### src/hdl/itgi_pkg.sv
// Shared types, constants and arithmetic helpers for the IMU tilt and gyro integrator.
// No dependencies; used by itgi_axis, itgi_tilt and the top level.
package itgi_pkg;

    localparam int ACC_WIDTH_DEF    = 40;
    localparam int FRAC_BITS_DEF    = 16;
    localparam int CORDIC_STEPS_DEF = 16;

    localparam int SENS_W = 12;
    localparam logic [SENS_W-1:0] SENS_RESET = 12'd1310;
    localparam int DIV_W  = 19;
    localparam int RATE_W = 16;
    localparam int TIME_W = 32;
    localparam int PROD_W = RATE_W + TIME_W;

    localparam int ANGLE_OUT_W = 40;
    localparam int ROLL_W      = 17;
    localparam int PITCH_W     = 16;

    localparam int CW = 42;
    localparam int ZW = 32;
    localparam int ROOT_STEPS = 24;
    localparam int ROOT_W     = 48;

    typedef logic signed [CW-1:0] cord_t;
    typedef logic signed [ZW-1:0] ang_t;

    localparam ang_t DEG90_Z   = 32'sd94371840;
    localparam ang_t ROLL_LIM  = 32'sd46080;
    localparam ang_t PITCH_LIM = 32'sd23040;

    typedef struct packed {
        cord_t x;
        cord_t y;
        ang_t  z;
    } cvec_t;

    typedef struct packed {
        logic                       done;
        logic signed [ROLL_W-1:0]   roll;
        logic signed [PITCH_W-1:0]  pitch;
    } tilt_t;

    function automatic ang_t atan_entry(input logic [4:0] idx);
        ang_t a;
        case (idx)
            5'd0:    a = 32'sd47185920;
            5'd1:    a = 32'sd27855475;
            5'd2:    a = 32'sd14718068;
            5'd3:    a = 32'sd7471121;
            5'd4:    a = 32'sd3750058;
            5'd5:    a = 32'sd1876857;
            5'd6:    a = 32'sd938658;
            5'd7:    a = 32'sd469357;
            5'd8:    a = 32'sd234682;
            5'd9:    a = 32'sd117342;
            5'd10:   a = 32'sd58671;
            5'd11:   a = 32'sd29335;
            5'd12:   a = 32'sd14668;
            5'd13:   a = 32'sd7334;
            5'd14:   a = 32'sd3667;
            5'd15:   a = 32'sd1833;
            5'd16:   a = 32'sd917;
            5'd17:   a = 32'sd458;
            5'd18:   a = 32'sd229;
            5'd19:   a = 32'sd115;
            5'd20:   a = 32'sd57;
            5'd21:   a = 32'sd29;
            5'd22:   a = 32'sd14;
            5'd23:   a = 32'sd7;
            default: a = '0;
        endcase
        return a;
    endfunction

    function automatic cvec_t cordic_step(input cvec_t v, input logic [4:0] i);
        cvec_t n;
        cord_t xs;
        cord_t ys;
        xs = v.x >>> i;
        ys = v.y >>> i;
        if (!v.y[CW-1])
        begin
            n.x = v.x + ys;
            n.y = v.y - xs;
            n.z = v.z + atan_entry(i);
        end
        else
        begin
            n.x = v.x - ys;
            n.y = v.y + xs;
            n.z = v.z - atan_entry(i);
        end
        return n;
    endfunction

    function automatic logic signed [ROLL_W-1:0] round_clamp(input ang_t z, input ang_t lim);
        ang_t r;
        r = (z + 32'sd2048) >>> 12;
        if (r > lim)
            r = lim;
        else if (r < -lim)
            r = -lim;
        return r[ROLL_W-1:0];
    endfunction

endpackage

### src/hdl/itgi_tilt.sv
// Accelerometer tilt: squares, bit-pair square root and iterative vectoring CORDIC
// for roll and pitch. Depends on itgi_pkg.
module itgi_tilt
    import itgi_pkg::*;
#(
    parameter int CORDIC_STEPS = CORDIC_STEPS_DEF
)
(
    input  logic                     clk,
    input  logic                     rst_n,
    input  logic                     start,
    input  logic signed [RATE_W-1:0] accel_x,
    input  logic signed [RATE_W-1:0] accel_y,
    input  logic signed [RATE_W-1:0] accel_z,
    output tilt_t                    result
);

    localparam logic [2:0] T_IDLE = 3'd0;
    localparam logic [2:0] T_SQ   = 3'd1;
    localparam logic [2:0] T_SUM  = 3'd2;
    localparam logic [2:0] T_ROOT = 3'd3;
    localparam logic [2:0] T_PIT  = 3'd4;
    localparam logic [2:0] T_CORD = 3'd5;
    localparam logic [2:0] T_OUT  = 3'd6;

    localparam logic [4:0] CORD_LAST = 5'(CORDIC_STEPS - 1);
    localparam logic [4:0] ROOT_LAST = 5'(ROOT_STEPS - 1);

    logic [2:0]                 phase_reg, phase_next;
    logic [4:0]                 cnt_reg, cnt_next;
    logic signed [RATE_W-1:0]   ax_reg, ax_next;
    logic signed [RATE_W-1:0]   ay_reg, ay_next;
    logic signed [RATE_W-1:0]   az_reg, az_next;
    logic [31:0]                sqy_reg, sqy_next;
    logic [31:0]                sqz_reg, sqz_next;
    logic [ROOT_W-1:0]          v_reg, v_next;
    logic [ROOT_W-1:0]          r_reg, r_next;
    logic [ROOT_W-1:0]          bit_reg, bit_next;
    cvec_t                      vec_reg, vec_next;
    ang_t                       rollz_reg, rollz_next;
    logic                       rzero_reg, rzero_next;
    tilt_t                      res_reg, res_next;

    logic signed [31:0]         py;
    logic signed [31:0]         pz;
    logic [ROOT_W-1:0]          root_t;
    cvec_t                      vec_step;
    cvec_t                      roll_init;
    cord_t                      ay_sh;
    cord_t                      az_sh;
    logic                       pzero;
    logic signed [ROLL_W-1:0]   pitch_full;

    always_comb
    begin
        py       = ay_reg * ay_reg;
        pz       = az_reg * az_reg;
        root_t   = r_reg + bit_reg;
        vec_step = cordic_step(vec_reg, cnt_reg);
        ay_sh    = cord_t'(accel_y) <<< 20;
        az_sh    = cord_t'(accel_z) <<< 20;
        if (!accel_z[RATE_W-1])
        begin
            roll_init.x = az_sh;
            roll_init.y = ay_sh;
            roll_init.z = '0;
        end
        else if (!accel_y[RATE_W-1])
        begin
            roll_init.x = ay_sh;
            roll_init.y = -az_sh;
            roll_init.z = DEG90_Z;
        end
        else
        begin
            roll_init.x = -ay_sh;
            roll_init.y = az_sh;
            roll_init.z = -DEG90_Z;
        end
        pzero      = (r_reg == '0) && (ax_reg == '0);
        pitch_full = round_clamp(vec_reg.z, PITCH_LIM);
    end

    always_comb
    begin
        phase_next = phase_reg;
        cnt_next   = cnt_reg;
        ax_next    = ax_reg;
        ay_next    = ay_reg;
        az_next    = az_reg;
        sqy_next   = sqy_reg;
        sqz_next   = sqz_reg;
        v_next     = v_reg;
        r_next     = r_reg;
        bit_next   = bit_reg;
        vec_next   = vec_reg;
        rollz_next = rollz_reg;
        rzero_next = rzero_reg;
        res_next   = res_reg;
        res_next.done = 1'b0;
        case (phase_reg)
            T_IDLE:
            begin
                if (start)
                begin
                    ax_next    = accel_x;
                    ay_next    = accel_y;
                    az_next    = accel_z;
                    vec_next   = roll_init;
                    rzero_next = (accel_y == '0) && (accel_z == '0);
                    phase_next = T_SQ;
                end
            end
            T_SQ:
            begin
                sqy_next   = py;
                sqz_next   = pz;
                phase_next = T_SUM;
            end
            T_SUM:
            begin
                v_next     = {sqy_reg + sqz_reg, 16'b0};
                r_next     = '0;
                bit_next   = ROOT_W'(1) << (2 * (ROOT_STEPS - 1));
                cnt_next   = '0;
                phase_next = T_ROOT;
            end
            T_ROOT:
            begin
                if (v_reg >= root_t)
                begin
                    v_next = v_reg - root_t;
                    r_next = (r_reg >> 1) + bit_reg;
                end
                else
                begin
                    r_next = r_reg >> 1;
                end
                bit_next = bit_reg >> 2;
                if (cnt_reg <= CORD_LAST)
                    vec_next = vec_step;
                cnt_next = cnt_reg + 1'b1;
                if (cnt_reg == ROOT_LAST)
                    phase_next = T_PIT;
            end
            T_PIT:
            begin
                rollz_next = vec_reg.z;
                vec_next.x = cord_t'({{(CW-24){1'b0}}, r_reg[23:0]}) <<< 12;
                vec_next.y = -(cord_t'(ax_reg) <<< 20);
                vec_next.z = '0;
                cnt_next   = '0;
                phase_next = T_CORD;
            end
            T_CORD:
            begin
                vec_next = vec_step;
                cnt_next = cnt_reg + 1'b1;
                if (cnt_reg == CORD_LAST)
                    phase_next = T_OUT;
            end
            T_OUT:
            begin
                res_next.roll  = rzero_reg ? '0 : round_clamp(rollz_reg, ROLL_LIM);
                res_next.pitch = pzero ? '0 : pitch_full[PITCH_W-1:0];
                res_next.done  = 1'b1;
                phase_next     = T_IDLE;
            end
            default:
            begin
                phase_next = T_IDLE;
            end
        endcase
    end

    always_ff @(posedge clk or negedge rst_n)
    begin
        if (!rst_n)
        begin
            phase_reg <= T_IDLE;
            cnt_reg   <= '0;
            res_reg   <= '0;
        end
        else
        begin
            phase_reg <= phase_next;
            cnt_reg   <= cnt_next;
            res_reg   <= res_next;
        end
    end

    always_ff @(posedge clk)
    begin
        ax_reg        <= ax_next;
        ay_reg        <= ay_next;
        az_reg        <= az_next;
        sqy_reg       <= sqy_next;
        sqz_reg       <= sqz_next;
        v_reg         <= v_next;
        r_reg         <= r_next;
        bit_reg       <= bit_next;
        vec_reg       <= vec_next;
        rollz_reg     <= rollz_next;
        rzero_reg     <= rzero_next;
    end

    assign result = res_reg;

endmodule

### config.mk
export PLATFORM = sky130hd
export DESIGN_NAME = itgi_tilt
export DESIGN_NICKNAME = d
export VERILOG_FILES = /design/src/hdl/itgi_pkg.sv /design/src/hdl/itgi_tilt.sv
export SDC_FILE = /design/constraint.sdc
export NUM_CORES = 2
export LEC_CHECK = 0
export BUFFER_PORTS_ARGS = -buffer_cell sky130_fd_sc_hd__buf_4
export CAP_MARGIN = 20
export CORE_UTILIZATION = 58
export DETAILED_ROUTE_END_ITERATION = 8
export PLACE_DENSITY_LB_ADDON = 0.1
export SYNTH_ARGS = -nofsm -noshare
export SYNTH_HDL_FRONTEND = slang
export SYNTH_SLANG_ARGS = --single-unit
export TNS_END_PERCENT = 20
### constraint.sdc
create_clock -name clk -period 21.7 [get_ports clk]
set_input_delay 4.34 -clock clk [delete_from_list [all_inputs] [get_ports clk]]
set_output_delay 4.34 -clock clk [all_outputs]
set_load 0.02 [all_outputs]
Word-level counts from Yosys, hierarchy flattened
Memory sizes are Yosys's and may differ from the RTL's. Index checks and enable logic that the tools add are counted.

ROM bits: 1664. Input bits: 51. Memories kept: 2. Register bits: 447. Word-level logic and storage cells: 100.

Multiply operators: 2. Add/sub/neg operators: 16. Mux-type cells: 25. Magnitude comparators: 6. Shift operators: 2. Equal/unequal tests: 13. Reductions and logical operators: 16.

Memory list: (no name shown) (depth 32, bits a word 26, read ports 1, clocked after Yosys merged registers in 0, wr ports 0, RTL line itgi_pkg.sv:46) `case (idx)`; (no name shown) (depth 32, bits a word 26, read ports 1, clocked after Yosys merged registers in 0, wr ports 0, RTL line itgi_pkg.sv:46).

Operator list (number): $mux W116 (5); $pmux W116 S4 (1); $pmux W48 S2 (3); $neg A36 Y42 (3); $mux W48 (2); $add A42 B42 Y42 (2); $sshr A42 B5 Y42 (2); $sub A42 B42 Y42 (2); $add A32 B13 Y32 const B (2); $add A32 B32 Y32 (2); $mul A16 B16 Y32 (2); $mux W32 (2); $mux W17 (3); $add A47 B48 Y48 (1); $add A48 B48 Y48 (1); $ge A48 B48 Y1 (1); $logic_not A16 Y1 (3); $logic_not A48 Y1 (1); $mux W16 (3); $sub A48 B48 Y48 (1); $mux W34 (1); $sub A32 B32 Y32 (1); $gt A20 B16 Y1 const B (1); $gt A20 B17 Y1 const B (1); other kinds (20) (34).

Depth between registers and ports, before layout
Word-level depth: 6. Mapped depth: 30.

Worst setup path before layout
Ideal clock, no wire load.

Path kind: input-to-reg. From: input start. To: register vec_reg[0] (netlist bit), enable pin. Required time: 21.068 ns. Path slack: 10.843 ns. Cell stages on the path: 3. Path buffers: 0. Library setup time: 0.632 ns. Arrival time: 10.225 ns. Cells stage by stage: nor2b_1 -> nor2_1 -> o22ai_1.

Longest elaborated chain between the ends: 2.

RTL lines: start, declared (RTL line itgi_tilt.sv:11) `input logic start,`; $ne A2 B2 Y1 (no source line); $reduce_and A3 Y1 (no source line); end signal, assigned (RTL line itgi_tilt.sv:202) `vec_reg <= vec_next;`; end, declared (RTL line itgi_tilt.sv:39) `cvec_t vec_reg, vec_next;`.

Every way passes these cells. A chain may end at the register's enable or synchronous reset.

==> results.yml <==
route:
  antenna_left: 0
  remaining_drc_errors: 0
  routed_wirelength_mm: 166
  firstDrtPassIters: 5
  routedWlPerCell_um: 22.4
  via_count: 46700
  viasPerCell: 6.28
  drt_iter0_drc: 4246
timing:
  final-setup-viol-count: 0
  hold_slack_ps: 475
  rsz0062_at_grt: "false"
  final_max_slew_viol_count: 0
  tns_ps: 0
  fin_ws_ps: 13030
  max_freq_mhz: 115
  worst_slew_pin_slew_ps: 1250
  min_period_over_period_pct: 39.9
  slew_headroom_pct: 14.5
  period_needed_ps: 8670
  hold_viol_final: 0
  fin_skew_ps: 46.1
synth:
  syn_inst: 6181
  synth_top_cell_by_area: "edfxtp_1"
  ys_seq_area_share_pct: 21.4
  ys_types: 104
  synth_edf_count: 368
  synth_area_leaders: "edfxtp_1, fa_1, ha_1"
  async_reset_ff_share_pct: 10.2
  synth-seq-cells: 410
  yosysWarnings: 0
  syn_avg_cell_area_um2: 9.16
  synth_nets: 7140
  synthFlopType: "edfxtp_1"
  synth_top_area_share_pct: 19.5
  syn_area_um2: 56600
worst_setup_path:
  cp-startpoint: "cnt_reg[2]$_DFFE_PN0P_"
  cp-endpoint: "vec_reg[73]$_DFFE_PP_"
  worst-r2r-cell-count: 22
  reg2reg_from: "cnt_reg[2]$_DFFE_PN0P_"
  end_kind: "flop"
  arrival_ps: 9060
  crit_fanout: 49
  slowest_stage: "a2111oi_0"
  crit_required_ps: 22090
  crit_chain: "buf_4, buf_4, mux4_2, mux4_2, nand2b_1, a221oi_2, nand4_2, nor4_4, and2b_2, a21oi_1, xor2_1, ha_1, nand4_1, or3_1, a2111oi_0, o211ai_1, a32oi_1, a211oi_1, o21ai_0, a31oi_1, xnor2_1, o21ai_1"
  cp-start-kind: "flop"
  slowest_delay_ps: 980
  critPathKind: "flop to flop"
  rrSetupSlack_ps: 13030
  rr_endpoint: "vec_reg[73]$_DFFE_PP_"
clock_tree:
  post_cts_buffers: 0
  ctsResizeCount: 0
  postCtsHoldBufs: 0
  cts_tree: "yes"
  cts-root-buf: "clkbuf_16"
  numCtsBuffers: 53
  cts_buffer_depth: 3
  clk_latency_ps: 680
  clkTransAtPathRegs_ps: 70
  cts_sinks: 410
  cts_max_level: 2
floorplanning:
  die_y_um: 314
  core-area_um2: 96700
  die_area_um2: 98900
  row_count: 114
  initial_core_util_pct: 58.6
  die_w_um: 314
  io_pins: 85
global_routing:
  grt_pass1_vias: 45300
  grt_pass1_wl_mm: 259
  antenna_found_initial: 4
  grt_max_degree: 97
  gr-total-overflow: 0
  grt_usage_pct: 33.7
cells_and_area:
  final_util_pct: 61.9
  fin_nets: 7072
  drive_gt1_share_pct: 7.50
  syn2layout_area_growth_pct: 5.66
  largest_register_ffs: 116
run_status:
  outcome: "finished clean"
placed_design:
  dp_hpwl_mm: 129
  routabilityCongestion: 1.05
  io_buffers: 84
  pre_cts_slack_ps: 13170
job:
  cap_violations: 0
min_path:
  hp-class: "flop to flop"
==> cells in the final DEF, fill, tap and decap left out, types with 57 or more instances in the layout <==
| cell type | netlist | layout |
|---|---|---|
| inv_1 | 727 | 724 |
| nor2_1 | 512 | 512 |
| fa_1 | 472 | 472 |
| nand2_1 | 471 | 471 |
| ha_1 | 436 | 436 |
| edfxtp_1 | 368 | 368 |
| a21oi_1 | 362 | 361 |
| o21ai_0 | 282 | 282 |
| xnor2_1 | 253 | 253 |
| xor2_1 | 212 | 212 |
| buf_4 | 25 | 133 |
| mux2i_1 | 125 | 125 |
| nor3_1 | 120 | 120 |
| a21o_1 | 120 | 120 |
| and2_1 | 101 | 102 |
| mux4_2 | 99 | 99 |
| nand3_1 | 97 | 96 |
| a31oi_1 | 91 | 91 |
| and3_1 | 87 | 87 |
| nor2b_1 | 67 | 67 |
| nand2b_1 | 61 | 60 |
| a211oi_1 | 57 | 57 |
==> cells by family after synthesis <==
family / after synthesis / share of synthesized area (%)
buffers and inverters: 993 / 7.03
and+or+nand+nor: 1716 / 14.5
muxes: 284 / 7.34
DFF: 410 / 21.4
adders and majority gates: 908 / 26.3
AOI/OAI and AO/OA: 1405 / 16.3
xor gates and xnor gates: 465 / 7.19
==> metal layers <==
metal	GRT usage (%)	part of all wire (%)	vias up
met5	0	0.017	-
li1	-	-	21600
met2	54.8	46	1824
met3	5.31	7.8	360
met4	12.3	4.0	4
met1	45.5	42	22900
==> worst min-delay path by stage <==
| stage | cells past startpoint | to | slack (ps) | from |
|---|---|---|---|---|
| 5_1_grt | 2 | result[17]$_DFFE_PN0P_ | 500 | result[17]$_DFFE_PN0P_ |
| 3_3_place_gp | 2 | result[9]$_DFFE_PN0P_ | 450 | result[9]$_DFFE_PN0P_ |
| 3_5_place_dp | 2 | result[18]$_DFFE_PN0P_ | 470 | result[18]$_DFFE_PN0P_ |
| 6_report | 2 | result[18]$_DFFE_PN0P_ | 470 | result[18]$_DFFE_PN0P_ |
| 4_1_cts | 2 | result[18]$_DFFE_PN0P_ | 480 | result[18]$_DFFE_PN0P_ |
| 2_1_floorplan | 0 | rollz_reg[13]$_DFFE_PP_ | 450 | vec_reg[13]$_DFFE_PP_ |
==> synthesized netlist by cell type, drive strengths merged (47+ instances only) <==
cell and n:
inv 730, nor2 512, nand2 473, fa 472
ha 436, edfxtp 368, a21oi 363, o21ai 293
xnor2 253, xor2 212, clkbuf 160, mux2i 125
a21o 120, nor3 120, and2 102, buf 99
mux4 99, nand3 97, a31oi 91, and3 87
nor2b 67, nand2b 61, mux2 60, a211oi 58
o21a 47
==> critical path: cells and delay by family, from the launching register on <==
family / cells / cell delay, ps
fa+ha+maj: 1 / 430
mux: 2 / 1130
simple gates: 6 / 1640
buf+inv: 2 / 1110
xor+xnor: 2 / 310
compound gates: 9 / 2980
flops: 1 / 760
==> through the flow <==
step,instance area [um^2],instances
3_5_place_dp,58100,7331
3_3_place_gp,58100,7331
2_1_floorplan,56600,6181
6_report,59800,7436
4_1_cts,59800,7431
5_1_grt,59800,7434
==> cell type report <==
type	count	area, um^2
Sequential cell	410	12100
Multi-Input combinational cell	4778	40600
Clock inverter	29	305
Antenna cell	2	5.00
Inverter	734	2760
Fill cell	8539	36900
Timing Repair Buffer	136	1040
Tap cell	1276	1600
Clock buffer	71	1420
Power is not shown: default switching activity piles up to over one toggle a cycle in this logic, so the estimate is an artifact.
