<file path="config.mk">
export PLATFORM = sky130hd
export DESIGN_NAME = itgi_axis
export DESIGN_NICKNAME = d
export VERILOG_FILES = /design/src/hdl/itgi_pkg.sv /design/src/hdl/itgi_axis.sv
export SDC_FILE = /design/constraint.sdc
export NUM_CORES = 1
export LEC_CHECK = 0
export BUFFER_PORTS_ARGS = -buffer_cell sky130_fd_sc_hd__buf_2
export CAP_MARGIN = 25
export CELL_PAD_IN_SITES_DETAIL_PLACEMENT = 0
export CELL_PAD_IN_SITES_GLOBAL_PLACEMENT = 1
export CORE_ASPECT_RATIO = 0.8
export CORE_MARGIN = 2
export CORE_UTILIZATION = 52
export CTS_CLUSTER_DIAMETER = 30
export DETAILED_ROUTE_END_ITERATION = 10
export PLACE_DENSITY_LB_ADDON = 0.1
export SKIP_CTS_REPAIR_TIMING = 1
export SYNTH_ARGS = -nofsm -noshare
export SYNTH_HDL_FRONTEND = slang
export SYNTH_SLANG_ARGS = --single-unit
</file>
<file path="constraint.sdc">
create_clock -name clk -period 18.09 [get_ports clk]
set_input_delay 5.427 -clock clk [delete_from_list [all_inputs] [get_ports clk]]
set_output_delay 5.427 -clock clk [all_outputs]
set_load 0.005 [all_outputs]
</file>
<file path="src/hdl/itgi_pkg.sv">
// Shared types, constants and arithmetic helpers for the IMU tilt and gyro integrator.
// No dependencies; used by itgi_axis, itgi_tilt and the top level.
package itgi_pkg;

    localparam int ACC_WIDTH_DEF    = 40;
    localparam int FRAC_BITS_DEF    = 16;
    localparam int CORDIC_STEPS_DEF = 16;

    localparam int SENS_W = 12;
    localparam logic [SENS_W-1:0] SENS_RESET = 12'd1310;
    localparam int DIV_W  = 19;
    localparam int RATE_W = 16;
    localparam int TIME_W = 32;
    localparam int PROD_W = RATE_W + TIME_W;

    localparam int ANGLE_OUT_W = 40;
    localparam int ROLL_W      = 17;
    localparam int PITCH_W     = 16;

    localparam int CW = 42;
    localparam int ZW = 32;
    localparam int ROOT_STEPS = 24;
    localparam int ROOT_W     = 48;

    typedef logic signed [CW-1:0] cord_t;
    typedef logic signed [ZW-1:0] ang_t;

    localparam ang_t DEG90_Z   = 32'sd94371840;
    localparam ang_t ROLL_LIM  = 32'sd46080;
    localparam ang_t PITCH_LIM = 32'sd23040;

    typedef struct packed {
        cord_t x;
        cord_t y;
        ang_t  z;
    } cvec_t;

    typedef struct packed {
        logic                       done;
        logic signed [ROLL_W-1:0]   roll;
        logic signed [PITCH_W-1:0]  pitch;
    } tilt_t;

    function automatic ang_t atan_entry(input logic [4:0] idx);
        ang_t a;
        case (idx)
            5'd0:    a = 32'sd47185920;
            5'd1:    a = 32'sd27855475;
            5'd2:    a = 32'sd14718068;
            5'd3:    a = 32'sd7471121;
            5'd4:    a = 32'sd3750058;
            5'd5:    a = 32'sd1876857;
            5'd6:    a = 32'sd938658;
            5'd7:    a = 32'sd469357;
            5'd8:    a = 32'sd234682;
            5'd9:    a = 32'sd117342;
            5'd10:   a = 32'sd58671;
            5'd11:   a = 32'sd29335;
            5'd12:   a = 32'sd14668;
            5'd13:   a = 32'sd7334;
            5'd14:   a = 32'sd3667;
            5'd15:   a = 32'sd1833;
            5'd16:   a = 32'sd917;
            5'd17:   a = 32'sd458;
            5'd18:   a = 32'sd229;
            5'd19:   a = 32'sd115;
            5'd20:   a = 32'sd57;
            5'd21:   a = 32'sd29;
            5'd22:   a = 32'sd14;
            5'd23:   a = 32'sd7;
            default: a = '0;
        endcase
        return a;
    endfunction

    function automatic cvec_t cordic_step(input cvec_t v, input logic [4:0] i);
        cvec_t n;
        cord_t xs;
        cord_t ys;
        xs = v.x >>> i;
        ys = v.y >>> i;
        if (!v.y[CW-1])
        begin
            n.x = v.x + ys;
            n.y = v.y - xs;
            n.z = v.z + atan_entry(i);
        end
        else
        begin
            n.x = v.x - ys;
            n.y = v.y + xs;
            n.z = v.z - atan_entry(i);
        end
        return n;
    endfunction

    function automatic logic signed [ROLL_W-1:0] round_clamp(input ang_t z, input ang_t lim);
        ang_t r;
        r = (z + 32'sd2048) >>> 12;
        if (r > lim)
            r = lim;
        else if (r < -lim)
            r = -lim;
        return r[ROLL_W-1:0];
    endfunction

endpackage

</file>
<file path="src/hdl/itgi_axis.sv">
// One gyro axis: shift-add rate times elapsed, restoring division by the divisor input,
// saturating accumulate. Depends on itgi_pkg.
module itgi_axis
    import itgi_pkg::*;
#(
    parameter int ACC_WIDTH = ACC_WIDTH_DEF,
    parameter int FRAC_BITS = FRAC_BITS_DEF
)
(
    input  logic                        clk,
    input  logic                        rst_n,
    input  logic                        start,
    input  logic signed [RATE_W-1:0]    rate,
    input  logic [TIME_W-1:0]           elapsed,
    input  logic [DIV_W-1:0]            divisor,
    output logic                        done,
    output logic signed [ACC_WIDTH-1:0] sum
);

    localparam int NB   = PROD_W + FRAC_BITS;
    localparam int EW   = (NB > 64) ? NB : 64;
    localparam int SW   = 66;
    localparam int CNTW = $clog2(NB + 1);

    localparam logic [1:0] A_IDLE = 2'd0;
    localparam logic [1:0] A_MUL  = 2'd1;
    localparam logic [1:0] A_DIV  = 2'd2;
    localparam logic [1:0] A_ACC  = 2'd3;

    localparam logic signed [SW-1:0] AMAX =
        {{(SW-ACC_WIDTH+1){1'b0}}, {(ACC_WIDTH-1){1'b1}}};
    localparam logic signed [SW-1:0] AMIN = ~AMAX;

    logic [1:0]              phase_reg, phase_next;
    logic [CNTW-1:0]         cnt_reg, cnt_next;
    logic [RATE_W-1:0]       mag_reg, mag_next;
    logic                    neg_reg, neg_next;
    logic [TIME_W-1:0]       elap_reg, elap_next;
    logic [DIV_W-1:0]        div_reg, div_next;
    logic [PROD_W-1:0]       prod_reg, prod_next;
    logic [NB-1:0]           num_reg, num_next;
    logic [DIV_W-1:0]        rem_reg, rem_next;
    logic signed [ACC_WIDTH-1:0] sum_reg, sum_next;
    logic                    done_reg, done_next;

    logic [PROD_W-1:0]       prod_step;
    logic [DIV_W:0]          rem_sh;
    logic                    qbit;
    logic [EW-1:0]           q_ext;
    logic                    sat;
    logic [62:0]             mag63;
    logic signed [SW-1:0]    inc_wide;
    logic signed [SW-1:0]    tot;

    always_comb
    begin
        prod_step = {prod_reg[PROD_W-2:0], 1'b0}
                  + (mag_reg[RATE_W-1] ? PROD_W'(elap_reg) : '0);
        rem_sh    = {rem_reg, num_reg[NB-1]};
        qbit      = (rem_sh >= {1'b0, div_reg});
        q_ext     = EW'(num_reg);
        sat       = |q_ext[EW-1:63];
        mag63     = sat ? {63{1'b1}} : q_ext[62:0];
        inc_wide  = {3'b000, mag63};
        if (neg_reg)
            inc_wide = -inc_wide;
        tot = SW'(sum_reg) + inc_wide;
    end

    always_comb
    begin
        phase_next = phase_reg;
        cnt_next   = cnt_reg;
        mag_next   = mag_reg;
        neg_next   = neg_reg;
        elap_next  = elap_reg;
        div_next   = div_reg;
        prod_next  = prod_reg;
        num_next   = num_reg;
        rem_next   = rem_reg;
        sum_next   = sum_reg;
        done_next  = 1'b0;
        case (phase_reg)
            A_IDLE:
            begin
                if (start)
                begin
                    neg_next   = rate[RATE_W-1];
                    mag_next   = rate[RATE_W-1] ? (~rate + 1'b1) : rate;
                    elap_next  = elapsed;
                    div_next   = divisor;
                    prod_next  = '0;
                    cnt_next   = '0;
                    phase_next = A_MUL;
                end
            end
            A_MUL:
            begin
                prod_next = prod_step;
                mag_next  = {mag_reg[RATE_W-2:0], 1'b0};
                cnt_next  = cnt_reg + 1'b1;
                if (cnt_reg == CNTW'(RATE_W - 1))
                begin
                    num_next   = {prod_step, {FRAC_BITS{1'b0}}};
                    rem_next   = '0;
                    cnt_next   = '0;
                    phase_next = A_DIV;
                end
            end
            A_DIV:
            begin
                rem_next = qbit ? DIV_W'(rem_sh - {1'b0, div_reg}) : rem_sh[DIV_W-1:0];
                num_next = {num_reg[NB-2:0], qbit};
                cnt_next = cnt_reg + 1'b1;
                if (cnt_reg == CNTW'(NB - 1))
                    phase_next = A_ACC;
            end
            A_ACC:
            begin
                if (tot > AMAX)
                    sum_next = AMAX[ACC_WIDTH-1:0];
                else if (tot < AMIN)
                    sum_next = AMIN[ACC_WIDTH-1:0];
                else
                    sum_next = tot[ACC_WIDTH-1:0];
                done_next  = 1'b1;
                phase_next = A_IDLE;
            end
            default:
            begin
                phase_next = A_IDLE;
            end
        endcase
    end

    always_ff @(posedge clk or negedge rst_n)
    begin
        if (!rst_n)
        begin
            phase_reg <= A_IDLE;
            cnt_reg   <= '0;
            sum_reg   <= '0;
            done_reg  <= 1'b0;
        end
        else
        begin
            phase_reg <= phase_next;
            cnt_reg   <= cnt_next;
            sum_reg   <= sum_next;
            done_reg  <= done_next;
        end
    end

    always_ff @(posedge clk)
    begin
        mag_reg  <= mag_next;
        neg_reg  <= neg_next;
        elap_reg <= elap_next;
        div_reg  <= div_next;
        prod_reg <= prod_next;
        num_reg  <= num_next;
        rem_reg  <= rem_next;
    end

    assign done = done_reg;
    assign sum  = sum_reg;

endmodule

</file>
Word-level counts from Yosys, hierarchy flattened
Index checks and enable logic that the tools add are counted.
- register bits after elaboration: 248
- input port bits: 70
- word-level logic and storage cells: 61
- add/sub/neg operators: 6
- magnitude comparators: 3
- equality and inequality tests: 8
- multiplexer cells: 23
- bitwise operators: 1
- reduce and logical (&&, ||, !) cells: 9
- operators with widths (cell ; count):
    64-bit one-hot mux with 2 select lines ; 1
    47-bit one-hot mux with 2 select lines ; 1
    40-bit 2-to-1 mux ; 2
    40-bit by 66-bit adder with 66-bit output ; 1
    66-bit by 40-bit greater-than comparator with 1-bit output, second input constant ; 1
    66-bit by 40-bit less-than comparator with 1-bit output, second input constant ; 1
    66-bit 2-to-1 mux ; 1
    63-bit negation with 66-bit output ; 1
    64-bit 2-to-1 mux ; 1
    63-bit 2-to-1 mux ; 1
    48-bit by 32-bit adder with 48-bit output ; 1
    47-bit 2-to-1 mux ; 1
    19-bit 2-to-1 mux ; 2
    19-bit one-hot mux with 2 select lines ; 1
    16-bit 2-to-1 mux ; 2
    32-bit 2-to-1 mux ; 1
    16-bit one-hot mux with 2 select lines ; 1
    7-bit one-hot mux with 3 select lines ; 1
    20-bit by 19-bit >= comparator with 1-bit output ; 1
    19-bit subtractor ; 1
    16-bit by 1-bit adder with 16-bit output, second input constant ; 1
    16-bit NOT ; 1
    7-bit 2-to-1 mux ; 2
    2-bit one-hot mux with 4 select lines ; 1
    13 further kinds ; 22

Depth between registers and ports, before layout
- depth in word-level cells: 7
- gate-level depth with buffers: 33

Least setup slack after synthesis
Ideal clock, no wire load.
- path kind: input-to-reg
- start point: input port start
- end point: register mag_reg[0], enable pin
- library setup time: 0.497 ns
- data arrival time: 8.407 ns
- path slack: 9.186 ns
- cell stages on the path: 2
- buffers on the path: 0
- cells stage by stage: and2_1 > o21bai_1
- cells in the longest elaborated chain, start to end: 2
- RTL lines (item ; RTL line ; RTL):
    start: declaration ; itgi_axis.sv:12 ; input logic start,
    2-bit != test (no line) ; -- ;
    2-bit AND reduction (no line) ; -- ;
    end signal: assignment ; itgi_axis.sv:156 ; mag_reg <= mag_next;
    end: declaration ; itgi_axis.sv:36 ; logic [RATE_W-1:0] mag_reg, mag_next;
No other way between the ends.
A chain may end at the register's enable or synchronous reset.

Final worst setup path
- start point: register num_reg[63]
- end point: register sum_reg[2], in the netlist sum[2]
- cells in the longest elaborated chain, start to end: 7
- elaborated cells on any way between the ends: 8
- those cells by class: 2 x add/sub; 2 x order compare; 4 x mux
- RTL lines (item ; RTL line ; RTL):
    start: declaration ; itgi_axis.sv:41 ; logic [NB-1:0] num_reg, num_next;
    start signal: assignment ; itgi_axis.sv:161 ; num_reg <= num_next;
    63-bit 2-to-1 mux * ; itgi_axis.sv:63 ; mag63 = sat ? {63{1'b1}} : q_ext[62:0];
    63-bit negation with 66-bit output ; itgi_axis.sv:66 ; inc_wide = -inc_wide;
    66-bit 2-to-1 mux * ; itgi_axis.sv:65 ; if (neg_reg)
    40-bit by 66-bit adder with 66-bit output * ; itgi_axis.sv:67 ; tot = SW'(sum_reg) + inc_wide;
    66-bit by 40-bit less-than comparator with 1-bit output ; itgi_axis.sv:122 ; else if (tot < AMIN)
    40-bit 2-to-1 mux ; itgi_axis.sv:122 ;
    40-bit 2-to-1 mux * ; itgi_axis.sv:120 ; if (tot > AMAX)
    end signal: assignment ; itgi_axis.sv:149 ; sum_reg <= sum_next;
    end: declaration ; itgi_axis.sv:43 ; logic signed [ACC_WIDTH-1:0] sum_reg, sum_next;
Mark *: on every way between the ends. The rest lies on a longest branch, timed or not.

==> flow_metrics.py <==
metrics = {
    "outcome": {
        "status": "finished clean",
    },
    "hold_path": {
        "hold_depth": 2,
        "min-delay-start": "cnt_reg[1]",
        "hold_end": "cnt_reg[1]",
        "hold_path.class": "register to register",
    },
    "cells_and_area": {
        "n_fill_cell": 3129,
        "final_common_cell": "nand2_1",
        "layoutNonFillerInstCount": 2764,
        "finalNetCount": 2436,
        "layout-drive-gt1-share_pct": 12.1,
        "diodes": 0,
        "largest_reg_flops": 64,
        "layout_common_cells": "nand2_1, edfxtp_1, nor2_1, o21ai_0, a21oi_1",
        "fin_util_pct": 60.5,
        "multi_input_area_um2": 11200,
        "register_area_um2": 7200,
        "area_delta_synth_final_pct": 14.3,
        "fin_area_um2": 21800,
    },
    "yosys": {
        "ys.flop_type": "edfxtp_1",
        "synth_fa_ha_area_share_pct": 8.37,
        "syn-instance-count": 2169,
        "synth-xor-area-share_pct": 6.79,
        "synth_simple_gate_area_share_pct": 20.1,
        "synth_cell_types": 80,
        "synthMuxAreaShare_pct": 2.07,
        "ys_seq_elements": 248,
        "synth_top_area_cell": "edfxtp_1",
        "avgSynthCellArea_um2": 8.81,
        "syn_area_um2": 19100,
        "synth_top_family_by_area": "compound AO/OA/AOI/OAI gates",
        "synth_area_leaders": "edfxtp_1, ha_1, dfrtp_1, o21ai_0, nand2_1",
        "async_reset_ff_share_pct": 20.2,
        "synth_edf_count": 198,
        "yosysWarnings": 0,
        "synth_nets": 2365,
        "synth-seq-area-share_pct": 37.7,
        "synth-compound-area-share_pct": 21.2,
        "synth.top_cell.area_share_pct": 31.1,
    },
    "clock_network": {
        "htree_num_levels": 2,
        "clk_pin_slew_worst_paths_ns": 0.05,
        "cts.sink_count": 248,
        "cts-root-buf": "clkbuf_16",
        "insertion_delay_ns": 0.59,
        "numCtsBuffers": 52,
        "cts_tree": "done",
        "clk_path_buf_depth": 3,
    },
    "routing": {
        "drtIter0Drc": 1458,
        "avgRoutedWirePerCell_um": 18.1,
        "finalWirelength_mm": 50.0,
        "met1_length_mm": 26.1,
        "vias": 16400,
        "route.detailed.drc": 0,
        "ant_nets": 0,
        "top_layer_used": "met4",
        "vias_per_cell": 5.93,
        "wl_met3_mm": 3.40,
        "firstDrtPassIters": 5,
        "wl_met2_mm": 19.7,
    },
    "global_routing": {
        "grt_pass1_wl_mm": 81.2,
        "first_global_vias": 15200,
        "overflow": 0,
        "antenna_found_initial": 0,
        "grt_max_degree": 101,
        "grt_use_total_pct": 26.2,
    },
    "critical_path": {
        "r2r_end": "sum[2]",
        "endpoint_kind": "register",
        "reg2regPathDepth": 23,
        "critical_path_class": "register to register",
        "r2r_slack_ns": 10.51,
        "crit_path_start_kind": "register",
        "r2r-start": "num_reg[63]",
        "cp_max_fo": 39,
        "arrival_ns": 8.05,
        "critPathRequiredTime_ns": 18.56,
    },
    "floorplanning": {
        "coreArea_um2": 36100,
        "io_pins": 111,
        "start_util_pct": 52.9,
        "die_h_um": 175,
        "die-area_um2": 38300,
        "die_w_um": 218,
        "rows": 62,
    },
    "timing": {
        "drv_slew": 0,
        "layout_min_cycle_time_ns": 7.58,
        "setup_viol_count_final": 0,
        "grt_setup_unrepaired": "no",
        "max_freq_ghz": 0.132,
        "finalHoldViolations": 0,
        "tightest_slew_ns": 0.932,
        "slew_headroom_pct": 37.8,
        "fin_tns_setup_ns": 0,
        "fin_crit_sh_pct": 41.9,
        "clock_skew_ns": 0.0365,
    },
    "place": {
        "numPortBuffers": 110,
        "dp_hpwl_mm": 36.8,
        "dpl_cell_area_um2": 20000,
        "dp.cells": 2664,
        "gp_congestion": 0.979,
    },
    "power_and_ir_drop": {
        "leakagePower_uw": 0.00916,
        "peakVddDrop_v": 0.0000920,
        "cellPowerDensity_nw_per_um2": 74.0,
    },
    "job": {
        "cap_violations": 0,
    },
}
final cells by class:
cell class | count | share of cell area [%]
Clock buffer | 54 | 5.99
Clock inverter | 44 | 2.47
Inverter | 78 | 1.34
Multi-Input combinational cell | 1734 | 51.4
Sequential cell | 248 | 33.0
Tap cell | 480 | 2.75
Timing Repair Buffer | 126 | 3.09
metrics by stage:
step / setup slack [ns] / hold slack (ns) / power [µW]
floorplan: 9.19 / 0.464 / 633
global placement: 10.47 / 0.486 / 646
detailed placement: 10.44 / 0.497 / 647
CTS: 10.56 / 0.513 / 1630
global route: 9.82 / 0.552 / 1670
finish: 10.51 / 0.508 / 1610
metal layers:
metal	vias to the layer above	track usage, %
met2	466	35.5
met5	-	0
li1	8153	-
met4	0	6.15
met1	7707	42.2
met3	68	4.73
critical path, stage by stage (launching register included):
cell and delay (ns):
edfxtp_1 0.61, or4_4 0.62, or4b_4 0.54, or2_1 0.33, nor2_1 0.16, nand3_1 0.13, o21ai_0 0.36, nand2_1 0.16
o21ai_0 0.17, o21ai_0 0.14, ha_1 0.46, nand4_1 0.16, nor4_1 0.70, o2111a_1 0.29, o31ai_1 0.09, a31oi_1 0.43
o21a_1 0.24, o21ai_1 0.21, mux2i_1 0.24, nand2_1 0.06, or4_1 0.51, o31a_1 0.26, buf_4 0.28, o32ai_1 0.32
cell usage after synthesis, drive strengths merged (11+ instances only):
library cell,count
a211oi,30
a21o,60
a21oi,152
a31oi,19
and2,76
and3,25
buf,16
clkbuf,93
dfrtp,50
edfxtp,198
ha,123
inv,77
mux2,20
mux2i,17
nand2,207
nand2b,21
nand3,47
nand4,30
nor2,192
nor2b,30
nor3,48
nor4,11
o211ai,13
o21a,16
o21ai,190
o21bai,21
o22ai,47
o31ai,18
or2,15
or3,29
or4,15
xnor2,79
xor2,69
power breakdown:
part | switching [µW] | total (µW) | internal (µW)
Combinational | 10.4 | 20.5 | 10.2
Clock | 341 | 979 | 637
Sequential | 1.06 | 616 | 615
kinds of logic (layout without fill, tap and decap cells):
logic type | count (synthesis) | after routing
and+or+nand+nor | 773 | 773
xor gates and xnor gates | 148 | 148
buffers and inverters | 187 | 302
muxes | 37 | 37
adders and majority gates | 126 | 126
DFF | 248 | 248
AOI/OAI and AO/OA | 650 | 650
worst max path at each step:
| stage | end | cells after the start | slack, ns | start |
|---|---|---|---|---|
| floorplan | mag_reg[0] | 2 | 9.19 | start |
| global placement | mag_reg[13] | 9 | 10.47 | rate[1] |
| detailed placement | mag_reg[13] | 9 | 10.44 | rate[1] |
| CTS | sum[2] | 23 | 10.56 | num_reg[63] |
| global route | sum[32] | 25 | 9.82 | num_reg[63] |
| finish | sum[2] | 23 | 10.51 | num_reg[63] |
Note: power is estimated with default switching activity, not from simulation.
